===== src/design/lpfd_pkg.sv =====
`timescale 1ns / 1ps

package lpfd_pkg;

	// Default header length in bytes (legal range 12 to 16)
	localparam int unsigned HEADER_BYTES = 16;

	// Header layout: big-endian size in bytes 0..7, name length in bytes 8..11
	localparam int unsigned SIZE_BYTES = 8;
	localparam int unsigned NAME_END   = 12;

	typedef logic [7:0]  byte_t;
	typedef logic [63:0] size_t;
	typedef logic [31:0] name_len_t;

	typedef enum logic [1:0] {
		KIND_HEADER = 2'd0,
		KIND_NAME   = 2'd1,
		KIND_DATA   = 2'd2
	} part_kind_t;

	// One result beat
	typedef struct packed {
		byte_t      byte_out;
		part_kind_t part_kind;
		logic       part_last;
		logic       header_done;
		size_t      size_of_file;
		name_len_t  length_of_name;
		logic       frame_done;
	} out_beat_t;

endpackage


===== src/design/lpfd_if.sv =====
`timescale 1ns / 1ps

interface lpfd_in_if;
	logic            valid;
	logic            ready;
	lpfd_pkg::byte_t stream_byte;

	modport source (output valid, output stream_byte, input ready);
	modport sink (input valid, input stream_byte, output ready);
endinterface

interface lpfd_out_if;
	logic                 valid;
	logic                 ready;
	lpfd_pkg::byte_t      byte_out;
	lpfd_pkg::part_kind_t part_kind;
	logic                 part_last;
	logic                 header_done;
	lpfd_pkg::size_t      size_of_file;
	lpfd_pkg::name_len_t  length_of_name;
	logic                 frame_done;

	modport source (output valid, output byte_out, output part_kind, output part_last,
		output header_done, output size_of_file, output length_of_name,
		output frame_done, input ready);
	modport sink (input valid, input byte_out, input part_kind, input part_last,
		input header_done, input size_of_file, input length_of_name,
		input frame_done, output ready);
endinterface


===== src/design/lpfd_core.sv =====
`timescale 1ns / 1ps

// Frame parser: phase state plus the tagging logic for one byte.
module lpfd_core #(
	parameter int unsigned HEADER_BYTES = lpfd_pkg::HEADER_BYTES
) (
	input  logic                clk,
	input  logic                arst_n,
	input  logic                take,
	input  lpfd_pkg::byte_t     stream_byte,
	output lpfd_pkg::out_beat_t beat
);

	localparam int unsigned IdxW = $clog2(HEADER_BYTES);
	localparam logic [IdxW:0] HdrLast = (IdxW + 1)'(HEADER_BYTES);
	localparam logic [IdxW:0] SizeEnd = (IdxW + 1)'(lpfd_pkg::SIZE_BYTES);
	localparam logic [IdxW:0] NameEnd = (IdxW + 1)'(lpfd_pkg::NAME_END);

	typedef enum logic [1:0] {
		PH_HEADER = 2'd0,
		PH_NAME   = 2'd1,
		PH_DATA   = 2'd2
	} phase_t;

	phase_t              phase_q, phase_n;
	logic [IdxW-1:0]     idx_q, idx_n;
	lpfd_pkg::size_t     size_q, size_n;
	lpfd_pkg::name_len_t name_q, name_n;
	logic [63:0]         count_q, count_n;

	logic [63:0]         count_inc;
	logic [IdxW:0]       idx_inc;
	lpfd_pkg::size_t     size_base;
	lpfd_pkg::name_len_t name_base;

	assign count_inc = count_q + 64'd1;
	assign idx_inc   = {1'b0, idx_q} + {{IdxW{1'b0}}, 1'b1};
	// header byte 0 starts from cleared targets
	assign size_base = (idx_q == '0) ? '0 : size_q;
	assign name_base = (idx_q == '0) ? '0 : name_q;

	always_comb begin
		phase_n = phase_q;
		idx_n   = idx_q;
		size_n  = size_q;
		name_n  = name_q;
		count_n = count_q;

		beat                = '0;
		beat.byte_out       = stream_byte;
		beat.part_kind      = lpfd_pkg::KIND_HEADER;

		case (phase_q)
			PH_NAME: begin
				beat.part_kind = lpfd_pkg::KIND_NAME;
				count_n        = count_inc;
				if (count_inc >= {32'd0, name_q}) begin
					beat.part_last = 1'b1;
					count_n        = '0;
					if (size_q == '0) begin
						beat.frame_done = 1'b1;
						phase_n         = PH_HEADER;
						idx_n           = '0;
					end else begin
						phase_n = PH_DATA;
					end
				end
			end
			PH_DATA: begin
				beat.part_kind = lpfd_pkg::KIND_DATA;
				count_n        = count_inc;
				if (count_inc >= size_q) begin
					beat.part_last  = 1'b1;
					beat.frame_done = 1'b1;
					count_n         = '0;
					phase_n         = PH_HEADER;
					idx_n           = '0;
				end
			end
			default: begin
				size_n = size_base;
				name_n = name_base;
				if ({1'b0, idx_q} < SizeEnd) begin
					size_n = {size_base[55:0], stream_byte};
				end else if ({1'b0, idx_q} < NameEnd) begin
					name_n = {name_base[23:0], stream_byte};
				end
				idx_n   = idx_inc[IdxW-1:0];
				phase_n = PH_HEADER;
				if (idx_inc >= HdrLast) begin
					beat.part_last      = 1'b1;
					beat.header_done    = 1'b1;
					beat.size_of_file   = size_n;
					beat.length_of_name = name_n;
					idx_n               = '0;
					count_n             = '0;
					if (name_n != '0) begin
						phase_n = PH_NAME;
					end else if (size_n != '0) begin
						phase_n = PH_DATA;
					end else begin
						beat.frame_done = 1'b1;
					end
				end
			end
		endcase
	end

	always_ff @(posedge clk or negedge arst_n) begin
		if (!arst_n) begin
			phase_q <= PH_HEADER;
			idx_q   <= '0;
			size_q  <= '0;
			name_q  <= '0;
			count_q <= '0;
		end else if (take) begin
			phase_q <= phase_n;
			idx_q   <= idx_n;
			size_q  <= size_n;
			name_q  <= name_n;
			count_q <= count_n;
		end
	end

endmodule


===== src/design/lpfd_out_stage.sv =====
`timescale 1ns / 1ps

// Result register; takes a new beat whenever empty or being drained.
module lpfd_out_stage (
	input  logic                clk,
	input  logic                arst_n,
	input  logic                in_valid,
	output logic                in_ready,
	input  lpfd_pkg::out_beat_t beat,
	lpfd_out_if.source          out_ch
);

	logic                vld_s1;
	lpfd_pkg::out_beat_t beat_s1;

	assign in_ready = !vld_s1 || out_ch.ready;

	always_ff @(posedge clk or negedge arst_n) begin
		if (!arst_n) begin
			vld_s1 <= 1'b0;
		end else if (in_ready) begin
			vld_s1 <= in_valid;
		end
	end

	always_ff @(posedge clk) begin
		if (in_ready && in_valid) begin
			beat_s1 <= beat;
		end
	end

	assign out_ch.valid          = vld_s1;
	assign out_ch.byte_out       = beat_s1.byte_out;
	assign out_ch.part_kind      = beat_s1.part_kind;
	assign out_ch.part_last      = beat_s1.part_last;
	assign out_ch.header_done    = beat_s1.header_done;
	assign out_ch.size_of_file   = beat_s1.size_of_file;
	assign out_ch.length_of_name = beat_s1.length_of_name;
	assign out_ch.frame_done     = beat_s1.frame_done;

endmodule


===== src/design/length_prefixed_file_deframer_top.sv =====
`timescale 1ns / 1ps

// Length-prefixed file deframer. Takes one stream byte per beat on in_ch and
// returns exactly one tagged beat on out_ch: header, filename or file data,
// with part_last, header_done and frame_done marks. A frame is a header of
// HEADER_BYTES bytes (big-endian 64-bit file size, big-endian 32-bit name
// length, then padding), then the filename bytes, then the file bytes. Empty
// parts are skipped; a frame with both lengths zero ends on its last header
// byte. size_of_file and length_of_name are valid only with header_done and
// read zero otherwise. One byte per clock unless out_ch stalls: the parse
// logic sits between the input handshake and a single result register, so
// out_ch.valid rises in the cycle after the accept. in_ch.ready is high
// whenever the result register is empty or being drained in the same cycle.
module length_prefixed_file_deframer_top #(
	parameter int unsigned HEADER_BYTES = lpfd_pkg::HEADER_BYTES
) (
	input  logic       clk,
	input  logic       arst_n,
	lpfd_in_if.sink    in_ch,
	lpfd_out_if.source out_ch
);

	lpfd_pkg::out_beat_t beat;
	logic                stage_ready;
	logic                take;

	// a byte is taken when the result register can hold its beat
	assign in_ch.ready = stage_ready;
	assign take        = in_ch.valid && stage_ready;

	lpfd_core #(
		.HEADER_BYTES(HEADER_BYTES)
	) u_core (
		.clk        (clk),
		.arst_n     (arst_n),
		.take       (take),
		.stream_byte(in_ch.stream_byte),
		.beat       (beat)
	);

	lpfd_out_stage u_out (
		.clk     (clk),
		.arst_n  (arst_n),
		.in_valid(in_ch.valid),
		.in_ready(stage_ready),
		.beat    (beat),
		.out_ch  (out_ch)
	);

endmodule


===== src/flat_wrapper.sv =====
// flat-port wrapper written by rule: the top's interface ports become plain ports
module length_prefixed_file_deframer_top_flat 
#(
	parameter int unsigned HEADER_BYTES = lpfd_pkg::HEADER_BYTES
)
  (clk, arst_n, in_ch_valid, in_ch_stream_byte, in_ch_ready, out_ch_valid, out_ch_byte_out, out_ch_part_kind, out_ch_part_last, out_ch_header_done, out_ch_size_of_file, out_ch_length_of_name, out_ch_frame_done, out_ch_ready);
  lpfd_in_if in_ch_i ();
  lpfd_out_if out_ch_i ();
  input  logic clk;
  input  logic arst_n;
  input wire logic [$bits(in_ch_i.valid)-1:0] in_ch_valid;
  input wire logic [$bits(in_ch_i.stream_byte)-1:0] in_ch_stream_byte;
  output wire logic [$bits(in_ch_i.ready)-1:0] in_ch_ready;
  output wire logic [$bits(out_ch_i.valid)-1:0] out_ch_valid;
  output wire logic [$bits(out_ch_i.byte_out)-1:0] out_ch_byte_out;
  output wire logic [$bits(out_ch_i.part_kind)-1:0] out_ch_part_kind;
  output wire logic [$bits(out_ch_i.part_last)-1:0] out_ch_part_last;
  output wire logic [$bits(out_ch_i.header_done)-1:0] out_ch_header_done;
  output wire logic [$bits(out_ch_i.size_of_file)-1:0] out_ch_size_of_file;
  output wire logic [$bits(out_ch_i.length_of_name)-1:0] out_ch_length_of_name;
  output wire logic [$bits(out_ch_i.frame_done)-1:0] out_ch_frame_done;
  input wire logic [$bits(out_ch_i.ready)-1:0] out_ch_ready;
  assign in_ch_i.valid = in_ch_valid;
  assign in_ch_i.stream_byte = in_ch_stream_byte;
  assign in_ch_ready = in_ch_i.ready;
  assign out_ch_valid = out_ch_i.valid;
  assign out_ch_byte_out = out_ch_i.byte_out;
  assign out_ch_part_kind = out_ch_i.part_kind;
  assign out_ch_part_last = out_ch_i.part_last;
  assign out_ch_header_done = out_ch_i.header_done;
  assign out_ch_size_of_file = out_ch_i.size_of_file;
  assign out_ch_length_of_name = out_ch_i.length_of_name;
  assign out_ch_frame_done = out_ch_i.frame_done;
  assign out_ch_i.ready = out_ch_ready;
  length_prefixed_file_deframer_top #(.HEADER_BYTES(HEADER_BYTES)) u_core (.clk(clk), .arst_n(arst_n), .in_ch(in_ch_i), .out_ch(out_ch_i));
endmodule

===== config.mk =====
export PLATFORM = sky130hd
export DESIGN_NAME = length_prefixed_file_deframer_top_flat
export DESIGN_NICKNAME = d
export VERILOG_FILES = /design/src/design/lpfd_pkg.sv /design/src/design/lpfd_if.sv /design/src/design/lpfd_core.sv /design/src/design/lpfd_out_stage.sv /design/src/design/length_prefixed_file_deframer_top.sv /design/src/flat_wrapper.sv
export SDC_FILE = /design/constraint.sdc
export NUM_CORES = 1
export LEC_CHECK = 0
export BUFFER_PORTS_ARGS = -buffer_cell sky130_fd_sc_hd__buf_2
export CORE_ASPECT_RATIO = 0.9
export CORE_UTILIZATION = 35
export DETAILED_ROUTE_END_ITERATION = 16
export SYNTH_ARGS = -nofsm -noshare
export SYNTH_HDL_FRONTEND = slang
export SYNTH_SLANG_ARGS = --single-unit

===== constraint.sdc =====
create_clock -name clk -period 5.7 [get_ports clk]
set_clock_uncertainty 0.1 [all_clocks]
set_input_delay 0.855 -clock clk [delete_from_list [all_inputs] [get_ports clk]]
set_output_delay 0.855 -clock clk [all_outputs]
set_load 0.005 [all_outputs]

# ---- Word level (Yosys, flattened, before mapping)
# Cells that the tools add are included.
dict set report totals {
  ram_bits 0
  register_bits 276
  latch_bits 0
  mem_count 0
  output_inout_bits 111
  in_bits 12
  word_cells 74
  romBits 0
}
dict set report op_classes {
  n_mul 0
  n_bitwise 2
  reduce_logical 14
  div_mod_pow 0
  mux 33
  n_shift 0
  order_cmp 5
  eq_ne 5
  addsub 2
}
# operator count
set op_table {}
lappend op_table {{64-bit 2-to-1 mux} 6}
lappend op_table {{32-bit 2-to-1 mux} 4}
lappend op_table {{64-bit one-hot mux with 2 select lines} 1}
lappend op_table {{99-bit 2-to-1 mux} 1}
lappend op_table {{64-bit by 1-bit adder with 64-bit output (second input constant)} 1}
lappend op_table {{64-bit by 32-bit greater-or-equal comparator with 1-bit output} 1}
lappend op_table {{64-bit greater-or-equal comparator} 1}
lappend op_table {{64-bit logical NOT} 1}
lappend op_table {{64-bit nonzero test} 1}
lappend op_table {{32-bit nonzero test} 1}
lappend op_table {{4-bit 2-to-1 mux} 4}
lappend op_table {{2-bit 2-to-1 mux} 6}
lappend op_table {{4-bit < comparator (second input constant)} 2}
lappend op_table {{2-bit one-hot mux with 2 select lines} 2}
lappend op_table {{4-bit one-hot mux with 2 select lines} 1}
lappend op_table {{1-bit 2-to-1 mux} 6}
lappend op_table {{2-bit inequality test (second input constant)} 3}
lappend op_table {{4-bit by 1-bit adder with 5-bit output (second input constant)} 1}
lappend op_table {{5-bit greater-or-equal comparator (second input constant)} 1}
lappend op_table {{4-bit logical NOT} 1}
lappend op_table {{1-bit one-hot mux with 2 select lines} 2}
lappend op_table {{2-bit AND reduction} 2}
lappend op_table {{4-bit AND reduction} 1}
lappend op_table {{3-bit AND reduction} 1}
lappend op_table {{other kinds (9)} 10}

# ---- Depth between registers and ports, before layout
# Gate-level depths: netlist of run 1.
dict set report depth {
  ltp_word 9
  depth_mapped 23
  depth_no_buf 18
}

# ---- Hierarchy
# From an unflattened synthesis of run 1, not the netlist that was laid out.
dict set report hier_totals {
  hier_cells 1376
  hier_area_um2 14813.0
}
# mod seq_area_each_um2 area_each_um2 n_inst cells_each
set modules_own_cells {}
lappend modules_own_cells {lpfd_core 4154.0 11479.8 1 1262}
lappend modules_own_cells {lpfd_out_stage 3298.2 3326.9 1 113}
lappend modules_own_cells {length_prefixed_file_deframer_top 0.0 6.3 1 1}

# ---- Least setup slack after synthesis of run 1
# Ideal clock, no wire load.
dict set report synth_timing {
  path_type {register -> register}
  start {register u_core.u_core.count_q[0]}
  end {register u_core.u_core.idx_q[3]}
  stages_incl_launch_ff 20
  arrival_time_ns 4.935
  setup_ns 0.122
  period_less_slack_ns 5.157
  n_path_buf 3
  setup_slack_ns 0.543
  t_required_ns 5.478
  path_cell_list {dfrtp_1 -> ha_1 -> nand2_1 -> or4_1 -> buf_2 -> or3_1 -> clkbuf_1 -> clkbuf_1 -> or3_1 -> xnor2_1 -> ha_1 -> nand3_1 -> or3_1 -> o41ai_1 -> o22ai_1 -> nor2_1 -> a211oi_1 -> a211o_1 -> a221o_1 -> a32o_1}
}
dict set report synth_via {
  elab_chain_cells 4
  elab_cells_between_ends 6
  cone_classes {add/sub: 1; order compare: 2; eq/ne: 2; reduce/logical: 1}
}
# item line
set synth_rtl {}
lappend synth_rtl {{from (decl)} lpfd_core.sv:29} ;# logic [63:0] count_q, count_n;
lappend synth_rtl {{from (signal assigned)} lpfd_core.sv:121} ;# count_q <= count_n;
lappend synth_rtl {{64-bit by 1-bit adder with 64-bit output (*)} lpfd_core.sv:36} ;# assign count_inc = count_q + 64'd1;
lappend synth_rtl {{64-bit greater-or-equal comparator / 64-bit by 32-bit greater-or-equal comparator with 1-bit output (equally long branches)} {lpfd_core.sv:72, lpfd_core.sv:57}}
lappend synth_rtl {{2-bit inequality test (no source line)} n/a}
lappend synth_rtl {{4-bit AND reduction (no source line) (*)} n/a}
lappend synth_rtl {{to (signal assigned)} lpfd_core.sv:118} ;# idx_q <= idx_n;
lappend synth_rtl {{to (decl)} lpfd_core.sv:26} ;# logic [IdxW-1:0] idx_q, idx_n;
# Mark *: on every way between the ends. The rest lies on a longest branch, timed or not.
# A chain may end at the register's enable or synchronous reset.

# ---- Worst setup path after layout of run 1
dict set report layout_timing {
  start {register u_core.u_core.count_q[6]}
  end {register u_core.u_core.idx_q[3]}
}
# Same word-level chain as after synthesis.

==> impl_metrics.ini, run 1 <==
[outcome]
status = complete, no violations

[synth]
synthArstFlopShare_pct = 60.51
synth_cells = 1545
synth_edf_count = 109
synth_area_mm2 = 0.01568
synth_seq_cells = 276
yosys.area.top_type = dfrtp_1
ys.flop_type = dfrtp_1
yosysUniqueCellTypes = 71
ys_seq_area_share_pct = 47.54
synthesis.nets = 1658
synth_top_area_share_pct = 26.66
yosysWarningCount = 0
synth.avg_cell_area_um2 = 10.15
synthTopCellsByArea = dfrtp_1 27%, edfxtp_1 21%, ha_1 8.1%, a22o_1 5.9%, and4_1 3.9%

[global_routing]
grt_usage_pct = 20.22
grt_max_degree = 80
grt_pass1_vias = 12457
grt_pass1_wl_mm = 72.70
grt-ovfl-total = 0
antenna_found_initial = 2

[drt]
wl_mm = 46.13
viasPerCell = 5.653
drt-initial-drc-count = 1198
routedWlPerCell_um = 20.20
dr.pass1.iters = 5
num_vias = 12911
drc = 0
drtAntennaViolNets = 0

[clocking]
cts_inserted_buffers = 29
cts_setup_buffers = 0
cts_tree = done
clock-root-buffer = clkbuf_16
clk_latency_ns = 0.59
cts_hold_buf = 0
cts_sinks = 276
cts_buffer_depth = 3
path_clk_slew_ns = 0.07
cts-htree-levels = 1

[power]
netSwitchingFraction_pct = 37.81
power.density_mw_per_mm2 = 379.3
leakagePower_nw = 7.731
p_clk_share_pct = 28.7
internal_power_mw = 4.290
peakVddDrop_v = 0.0002501
seqPwrFrac_pct = 39.2
p_comb_share_pct = 32.1
power.total_mw = 6.899
switching_power_mw = 2.609

[cells_and_area]
diodes = 0
final_common_cell = dfrtp_1
final_nets = 1774
final_cells = 2284
synthToLayoutAreaGrowth_pct = 16.04
mostFrequentLayoutCells = 166 x dfrtp_1, 129 x nand2_1, 121 x buf_2
drive_above_1_share_pct = 15.91
final_area_mm2 = 0.01819

[critical_path]
path_depth = 19
r2r_end = u_core.u_core.idx_q[3]$_DFFE_PN0P_
required_ns = 6.07
worst_path_dominant_cell_family = simple AND/OR/NAND/NOR gates
r2r_slack_ns = 0.30
crit_path_end = u_core.u_core.idx_q[3]$_DFFE_PN0P_
worst-endpoint-arrival_ns = 5.78
path_buf_inv = 2
critPathLaunch = u_core.u_core.count_q[6]$_DFFE_PN0P_
max_stage_delay_ns = 0.66
r2r_cells = 19
path_class = flop to flop
worstPathMaxFanout = 8
cp_cell_sequence = nand3_1 -> or4_4 -> nor2_2 -> nand2_1 -> nor2_1 -> xor2_2 -> ha_1 -> a21o_1 -> a21o_1 -> a21o_1 -> a211oi_1 -> buf_4 -> o2111ai_1 -> or4_1 -> nor4_2 -> buf_4 -> or2_1 -> a211oi_2 -> a32o_1
cp_common_cell = a21o_1
cp_slowest_cell = or4_1
start_kind = flop
endpoint_kind = flop
r2r-start = u_core.u_core.count_q[6]$_DFFE_PN0P_

[timing]
fmax_mhz = 185.0
worst_slew_pin_slew_ns = 1.291
setup_violations = 0
period_minus_slack_ns = 5.404
rsz0062_at_grt = no
slew_violations = 0
setup_ws_ns = 0.2955
maxSlewHeadroom_pct = 13.74
finalCritPeriodShare_pct = 94.82
hold_viol_final = 0

[floorplan]
num_rows = 73
initial_core_util_pct = 35.46
core_area_mm2 = 0.04421
chipHeight_um = 202.8
die_w_um = 225.1
ios = 123
fp.dieArea_mm2 = 0.04564

[placed_design]
portBuffers = 122
place_area_mm2 = 0.01717
dp_cells = 2230
hpwlAfterDp_mm = 33.05
place_congestion = 0.8880
place_ws_ns = -0.01386

[run]
cap_viol_max_count = 0

[hold_path]
hp-class = primary input to asynchronous set/reset pin
==> final cells by class <==
class / count / area (µm²)
Inverter: 120 / 452.9
Sequential cell: 276 / 7453
Tap cell: 600 / 750.7
Fill cell: 4343 / 26020
Timing Repair Buffer: 183 / 1087
Multi-Input combinational cell: 1051 / 7465
Clock inverter: 21 / 240.2
Clock buffer: 33 / 740.7
==> state kept, by name, indices dropped and copies added (netlist names), 2 cells and up <==
signal,count
u_core.u_core.count_q,64
u_core.u_core.size_q,64
u_core.u_out.out_ch.byte_out,8
u_core.u_out.out_ch.part_kind,2
u_core.u_core.name_q,32
u_core.u_out.out_ch.size_of_file,64
u_core.u_core.idx_q,4
u_core.u_core.phase_q,2
u_core.u_out.out_ch.length_of_name,32
==> cell families (layout without fill, tap and decap cells) <==
family	Yosys count	in the layout	share of synthesized area (%)
XOR/XNOR	59	59	3.297
AO/OA/AOI/OAI	335	335	15.78
multiplexers	12	12	0.8700
adder cells (fa/ha/maj)	101	101	8.062
buffers and inverters	218	357	5.348
flip-flops	276	276	47.54
AND/OR/NAND/NOR	544	544	19.10
==> repair_timing <==
action,CTS,global route
pin swaps,0,0
hold endpoints to repair,0,0
endpoints found under the setup margin,3,72
gates resized for setup,1,7
==> Yosys cell counts, types with 3 or more instances <==
cell / n
o21a_1: 3
nor2b_1: 8
a22o_1: 105
clkbuf_1: 83
ha_1: 101
a21o_1: 12
or3_1: 12
nand2b_1: 8
mux2_2: 9
and4_1: 70
nand4_1: 32
or2_2: 4
and2_1: 4
nor4_1: 43
a21oi_1: 30
nand2_1: 130
and3_1: 24
nor2_1: 95
dfrtp_1: 167
or4_1: 17
o221ai_1: 5
o21ai_0: 69
buf_1: 6
a2bb2oi_1: 4
o31ai_1: 16
nand3_1: 54
a22oi_1: 36
a32o_1: 3
a2111oi_0: 3
xor2_1: 25
o2111ai_1: 4
buf_2: 7
nand3b_1: 3
o211ai_1: 5
xnor2_1: 34
nor4b_1: 4
edfxtp_1: 109
o22ai_1: 3
nor3_1: 26
o21ai_1: 5
inv_1: 120
a211oi_1: 9
==> stage by stage <==
stage	util [%]	hold slack, ns	setup TNS [ns]
floorplan	-	0.3774	0
global placement	38.83	0.4046	-0.02838
detailed placement	38.83	0.4070	-0.01386
CTS	41.07	0.2294	0
global route	41.15	0.2387	0
finish	41.15	0.1753	0
==> power groups by stage <==
| stage | Sequential (mW) | Clock (mW) | Combinational (mW) |
|---|---|---|---|
| after floorplan | 2.54 | 0 | 1.49 |
| after global placement | 2.72 | 0 | 2.12 |
| after detailed placement | 2.73 | 0 | 2.15 |
| after CTS | 2.69 | 2.01 | 2.17 |
| after global routing | 2.73 | 2.09 | 2.43 |
| final | 2.70 | 1.98 | 2.21 |
==> layer usage <==
metal | track usage [%] | wire, µm | vias to the layer above | part of all wire, %
met4 | 5.126 | 1068 | 4 | 2.3
met5 | 0 | 27 | - | 0.059
met2 | 31.90 | 20950 | 453 | 45
met3 | 2.938 | 2784 | 63 | 6.0
met1 | 28.98 | 21300 | 6395 | 46
li1 | - | - | 5996 | -
==> how the worst min path moves through the flow <==
stage	end	slack [ns]	depth (start not counted)
after floorplan	u_core.u_core.phase_q[0]$_DFFE_PN0P_	0.38	2
after global placement	u_core.u_core.phase_q[0]$_DFFE_PN0P_	0.40	2
after detailed placement	u_core.u_core.phase_q[0]$_DFFE_PN0P_	0.41	2
after CTS	u_core.u_core.count_q[50]$_DFFE_PN0P_	0.23	1
after global routing	u_core.u_core.count_q[50]$_DFFE_PN0P_	0.24	1
final	u_core.u_core.count_q[50]$_DFFE_PN0P_	0.18	1
No activity file was read; power rests on OpenSTA's default activity.
==> run 2: changes to the inputs <==
--- a/config.mk
+++ b/config.mk
@@ -11,4 +11,5 @@
 export DETAILED_ROUTE_END_ITERATION = 16
 export SYNTH_ARGS = -nofsm -noshare
 export SYNTH_HDL_FRONTEND = slang
+export SYNTH_HIERARCHICAL = 1
 export SYNTH_SLANG_ARGS = --single-unit
==> run 2 against run 1 <==
Compared with the run above:
- utilization down 0.54 points
- power down 8.0%
- global-route usage down 0.77 points
- final cell count down 10%
- synthesized cell count down 11%
==> impl_metrics.ini, run 2 <==
[drt]
met1_length_mm = 19.45
topRoutingLayerUsed = met4
dr.pass1.iters = 5
viasPerCell = 5.683
drc = 0
drt-initial-drc-count = 1182
wl_met2_mm = 18.23
wl_mm = 42.00
routedWlPerCell_um = 20.49
drtAntennaViolNets = 0
num_vias = 11650
route.met3.wl_mm = 2.832

[floorplan]
die_w_um = 218.9
core_area_mm2 = 0.04175
ios = 123
num_rows = 71
fp.dieArea_mm2 = 0.04315
chipHeight_um = 197.2
initial_core_util_pct = 35.48

[clocking]
cts.repair.resized = 0
cts_tree = done
cts_hold_buf = 0
clk_latency_ns = 0.58
cts_sinks = 276
cts_setup_buffers = 0
path_clk_slew_ns = 0.07
clock-root-buffer = clkbuf_16
cts_inserted_buffers = 30
cts_buffer_depth = 3
cts-htree-levels = 1

[synth]
synth_cells = 1376
synth_area_mm2 = 0.01481
yosysUniqueCellTypes = 78
synth_seq_cells = 276
yosysWarningCount = 6
synth_top_area_share_pct = 28.21
synth.avg_cell_area_um2 = 10.77
synth_commonest_cells = 167 x dfrtp_1, 139 x nor2_1, 118 x inv_1
yosys.area.top_type = dfrtp_1
synthArstFlopShare_pct = 60.51
synthesis.nets = 1489
ys.flop_type = dfrtp_1
ys_seq_area_share_pct = 50.31
synth_edf_count = 109
synthTopCellsByArea = dfrtp_1 28%, edfxtp_1 22%, ha_1 8.5%, a22o_1 5.2%, nor2_1 3.5%
synth_most_common_cell = dfrtp_1

[cells_and_area]
utilization_pct = 40.61
num-fill-cells = 4071
diodes = 0
final_nets = 1592
final_common_cell = dfrtp_1
synthToLayoutAreaGrowth_pct = 14.47
mostFrequentLayoutCells = 167 x dfrtp_1, 138 x nor2_1, 121 x buf_2
drive_above_1_share_pct = 15.30
final_cells = 2050

[power]
peakVddDrop_v = 0.0002220
power.density_mw_per_mm2 = 374.4
leakagePower_nw = 7.295

[timing]
maxSlewHeadroom_pct = 18.44
worst_slew_pin_slew_ns = 1.223
hold_viol_final = 0
rsz0062_at_grt = no
period_minus_slack_ns = 5.353
slew_violations = 0
finalCritPeriodShare_pct = 93.90
setup_tns_ns = 0
fmax_mhz = 186.8
setup_violations = 0
worst_hold_slack_ns = 0.2047

[critical_path]
path_class = flop to flop
start_kind = flop
endpoint_kind = flop
required_ns = 6.09
worstPathMaxFanout = 16
worst-endpoint-arrival_ns = 5.74

[run]
cap_viol_max_count = 0

[outcome]
status = complete, no violations

[placed_design]
hpwlAfterDp_mm = 30.99
portBuffers = 122
place_congestion = 0.9945
dp_cells = 1994

[global_routing]
grt-ovfl-total = 0
grt_usage_pct = 19.45
grt_max_degree = 78
grt_pass1_vias = 11184
antenna_found_initial = 0
grt_pass1_wl_mm = 65.65

[hold_path]
hp-class = primary input to asynchronous set/reset pin
run 2: final cells by class:
type | count | area (µm²) | share of cell area (%)
flip-flops and latches | 276 | 7452 | 43.95
multi-input cells | 907 | 6600 | 38.92
repair buffers | 146 | 809.5 | 4.774
clock buffers | 39 | 804.5 | 4.745
well taps | 547 | 684.4 | 4.036
inverters | 118 | 442.9 | 2.612
clock inverters | 17 | 162.7 | 0.9593
run 2: cell families after synthesis:
group,after synthesis,synth area share (%)
simple gates,422,14.58
compound gates,307,16.46
flops,276,50.31
buf+inv,193,5.389
fa+ha+maj,102,8.599
xor+xnor,64,3.784
mux,12,0.8785
run 2: per-layer routing:
layer,global-route usage [%],vias to the layer above
li1,-,5322
met1,28.44,5801
met2,28.72,443
met3,3.064,84
met4,7.382,0
met5,0,-
run 2: path summary, 6_finish.rpt:
| path | start | slack (ns) | cells after the start | to |
|---|---|---|---|---|
| max in group asynchronous | arst_n | 3.89 | 2 | u_core/u_core/count_q[7]$_DFFE_PN0P_ |
| setup / recovery | u_core/u_core/count_q[26]$_DFFE_PN0P_ | 0.35 | 16 | u_core/u_core/count_q[44]$_DFFE_PN0P_ |
| hold reg to reg | u_core/u_core/count_q[63]$_DFFE_PN0P_ | 0.42 | 1 | u_core/u_core/count_q[63]$_DFFE_PN0P_ |
| setup reg to reg | u_core/u_core/count_q[26]$_DFFE_PN0P_ | 0.35 | 16 | u_core/u_core/count_q[44]$_DFFE_PN0P_ |
| hold / removal | arst_n | 0.20 | 1 | u_core/u_core/size_q[62]$_DFFE_PN0P_ |
| min in group clk | in_ch_valid | 0.40 | 2 | u_core/u_out/out_ch.valid$_DFFE_PN0P_ |
run 2: critical path: stages (launching register included):
cell and delay, ns:
dfrtp_1 0.47, nand3_2 0.25, or4_4 0.59, nor3_4 0.34
nand3_1 0.15, xnor2_1 0.31, ha_1 0.31, and3_1 0.22
a221o_1 0.32, a41oi_1 0.16, o21ai_0 0.10, a2111oi_0 0.60
o311a_1 0.30, nand3_1 0.20, o32a_2 0.41, or3_1 0.36
o21ai_1 0.07
run 2: stage by stage:
step | worst slack [ns] | power (mW) | instance area (µm²)
after floorplan | 1.168 | 3.768 | 14810
after global placement | 0.3523 | 4.415 | 15990
after detailed placement | 0.2793 | 4.440 | 15990
after CTS | 0.2161 | 6.363 | 16960
after global routing | 0.1173 | 6.677 | 16960
final | 0.3475 | 6.349 | 16960
run 2: report_power, final:
group          total (mW)  switching [mW]  internal, mW
clock                1.91           0.820          1.09
combinational        1.74            1.10         0.639
sequential           2.70           0.368          2.33
total                6.35            2.29          4.06
==> run 3: changes to the inputs <==
--- a/config.mk
+++ b/config.mk
@@ -8,7 +8,9 @@
 export BUFFER_PORTS_ARGS = -buffer_cell sky130_fd_sc_hd__buf_2
 export CORE_ASPECT_RATIO = 0.9
 export CORE_UTILIZATION = 35
+export CTS_BUF_LIST = sky130_fd_sc_hd__clkbuf_8
 export DETAILED_ROUTE_END_ITERATION = 16
+export PLACE_DENSITY = 0.53
 export SYNTH_ARGS = -nofsm -noshare
 export SYNTH_HDL_FRONTEND = slang
 export SYNTH_HIERARCHICAL = 1
==> run 3 against run 2 <==
Compared with the run above:
- the flow now finishes with violations (DRC)
- utilization fell by 0.060 points
- global-route usage rose by 0.87 points
- sequential share of layout area rose by 0.065 points
- critical endpoint unchanged
- highest routed layer unchanged
==> impl_metrics.ini, run 3 (synthesis gave the netlist of run 2 again) <==
[critical_path]
worst_path_dominant_cell_family = simple AND/OR/NAND/NOR gates
cp_cell_sequence = nand3_2 -> or4_4 -> nor3_4 -> nand3_1 -> xnor2_1 -> ha_1 -> and3_1 -> a221o_1 -> a41oi_1 -> o21ai_0 -> a2111oi_1 -> o311a_1 -> nand3_1 -> o32a_2 -> or3_1 -> o21ai_1
r2r-start = u_core/u_core/count_q[26]$_DFFE_PN0P_
endpoint_kind = flop
start_kind = flop
worst-endpoint-arrival_ns = 5.66
worstPathMaxFanout = 16
r2r_slack_ns = 0.44
cp_common_cell = nand3_1
critPathLaunch = u_core/u_core/count_q[26]$_DFFE_PN0P_
max_stage_delay_ns = 0.60
required_ns = 6.09
path_class = flop to flop
path_buf_inv = 0
cp_slowest_cell = or4_4

[global_routing]
grt_max_degree = 97
grt_usage_pct = 20.32
antenna_found_initial = 0
grt_pass1_wl_mm = 67.78
grt_pass1_vias = 11442
grt-ovfl-total = 0

[floorplan]
die_w_um = 218.9
initial_core_util_pct = 35.48
fp.dieArea_mm2 = 0.04315
core_area_mm2 = 0.04175
ios = 123
num_rows = 71
chipHeight_um = 197.2

[timing]
fmax_mhz = 190.0
setup_violations = 0
worst_slew_pin_slew_ns = 1.241
setup_tns_ns = 0
maxSlewHeadroom_pct = 17.25
period_minus_slack_ns = 5.263
finalCritPeriodShare_pct = 92.34
worst_hold_slack_ns = 0.1505
hold_viol_final = 0
rsz0062_at_grt = no
slew_violations = 0

[outcome]
status = complete, but fails checks
violations = DRC

[cells_and_area]
final_common_cell = dfrtp_1
drive_above_1_share_pct = 16.56
seq_area_mm2 = 0.007452
diodes = 0
final_nets = 1609
multi_input_area_mm2 = 0.006619
num-fill-cells = 4088
utilization_pct = 40.55
synthToLayoutAreaGrowth_pct = 14.30
mostFrequentLayoutCells = 167 x dfrtp_1, 138 x nor2_1, 134 x inv_1

[drt]
dr.pass1.iters = 13
routedWlPerCell_um = 20.92
drc = 2
drtAntennaViolNets = 0
wl_mm = 43.54
num_vias = 11562
drt-initial-drc-count = 1156
viasPerCell = 5.556

[power]
peakVddDrop_v = 0.0001709
power.density_mw_per_mm2 = 366.5
leakagePower_nw = 7.387

[placed_design]
portBuffers = 122
hpwlAfterDp_mm = 31.82
place_congestion = 0.8722

[hold_path]
hp-class = primary input to asynchronous set/reset pin

[run]
cap_viol_max_count = 0

[clocking]
cts_tree = done
cts_hold_buf = 0
cts_inserted_buffers = 46
clk_latency_ns = 0.58
cts_buffer_depth = 3
clock-root-buffer = clkbuf_8
path_clk_slew_ns = 0.06
cts-htree-levels = 2
cts_sinks = 276
run 3: path summary, 6_finish.rpt:
kind / to / cells past startpoint
max: u_core/u_core/count_q[44]$_DFFE_PN0P_ / 16
min: u_core/u_core/size_q[61]$_DFFE_PN0P_ / 1
max reg2reg: u_core/u_core/count_q[44]$_DFFE_PN0P_ / 16
min reg2reg: u_core/u_core/count_q[63]$_DFFE_PN0P_ / 1
max in group asynchronous: u_core/u_core/size_q[36]$_DFFE_PN0P_ / 2
min in group clk: u_core/u_out/out_ch.valid$_DFFE_PN0P_ / 2
run 3: layout make-up:
| class | count | share of cell area (%) |
|---|---|---|
| well taps | 547 | 4.042 |
| flip-flops and latches | 276 | 44.01 |
| clock buffers | 57 | 4.633 |
| inverters | 118 | 2.616 |
| clock inverters | 29 | 0.7759 |
| multi-input cells | 907 | 39.09 |
| repair buffers | 147 | 4.826 |
run 3: repair_timing:
| action | 4_1_cts | 5_1_grt |
|---|---|---|
| resized for setup | 0 | 5 |
| buffers inserted | 0 | 1 |
| endpoints found under the setup margin | 0 | 68 |
run 3: stage by stage:
step | power, mW | worst slack (ns) | cells | instance area, µm²
final | 6.205 | 0.4366 | 2081 | 16930
after global routing | 6.574 | 0.05544 | 2081 | 16930
after CTS | 6.229 | 0.1018 | 2080 | 16900
after detailed placement | 4.475 | 0.1098 | 1994 | 15990
after global placement | 4.448 | 0.1760 | 1994 | 15990
after floorplan | 3.768 | 1.168 | 1376 | 14810
run 3: metal layers:
layer	up-vias	track usage [%]	wire [µm]
met1	5770	30.42	20770
met3	57	3.202	2837
met4	0	5.684	837
li1	5346	-	-
met5	-	0	0
met2	389	30.09	19090
run 3: worst register-to-register path, delay by kind of cell, from the launching register on:
kind / cells / cell delay, ns
xor gates and xnor gates: 1 / 0.34
AOI/OAI and AO/OA: 7 / 1.78
and+or+nand+nor: 7 / 2.20
adders and majority gates: 1 / 0.31
DFF: 1 / 0.47
run 3: power breakdown:
group | switching [mW] | internal [mW]
sequential | 0.358 | 2.33
clock | 0.829 | 0.909
combinational | 1.13 | 0.651
total | 2.31 | 3.89
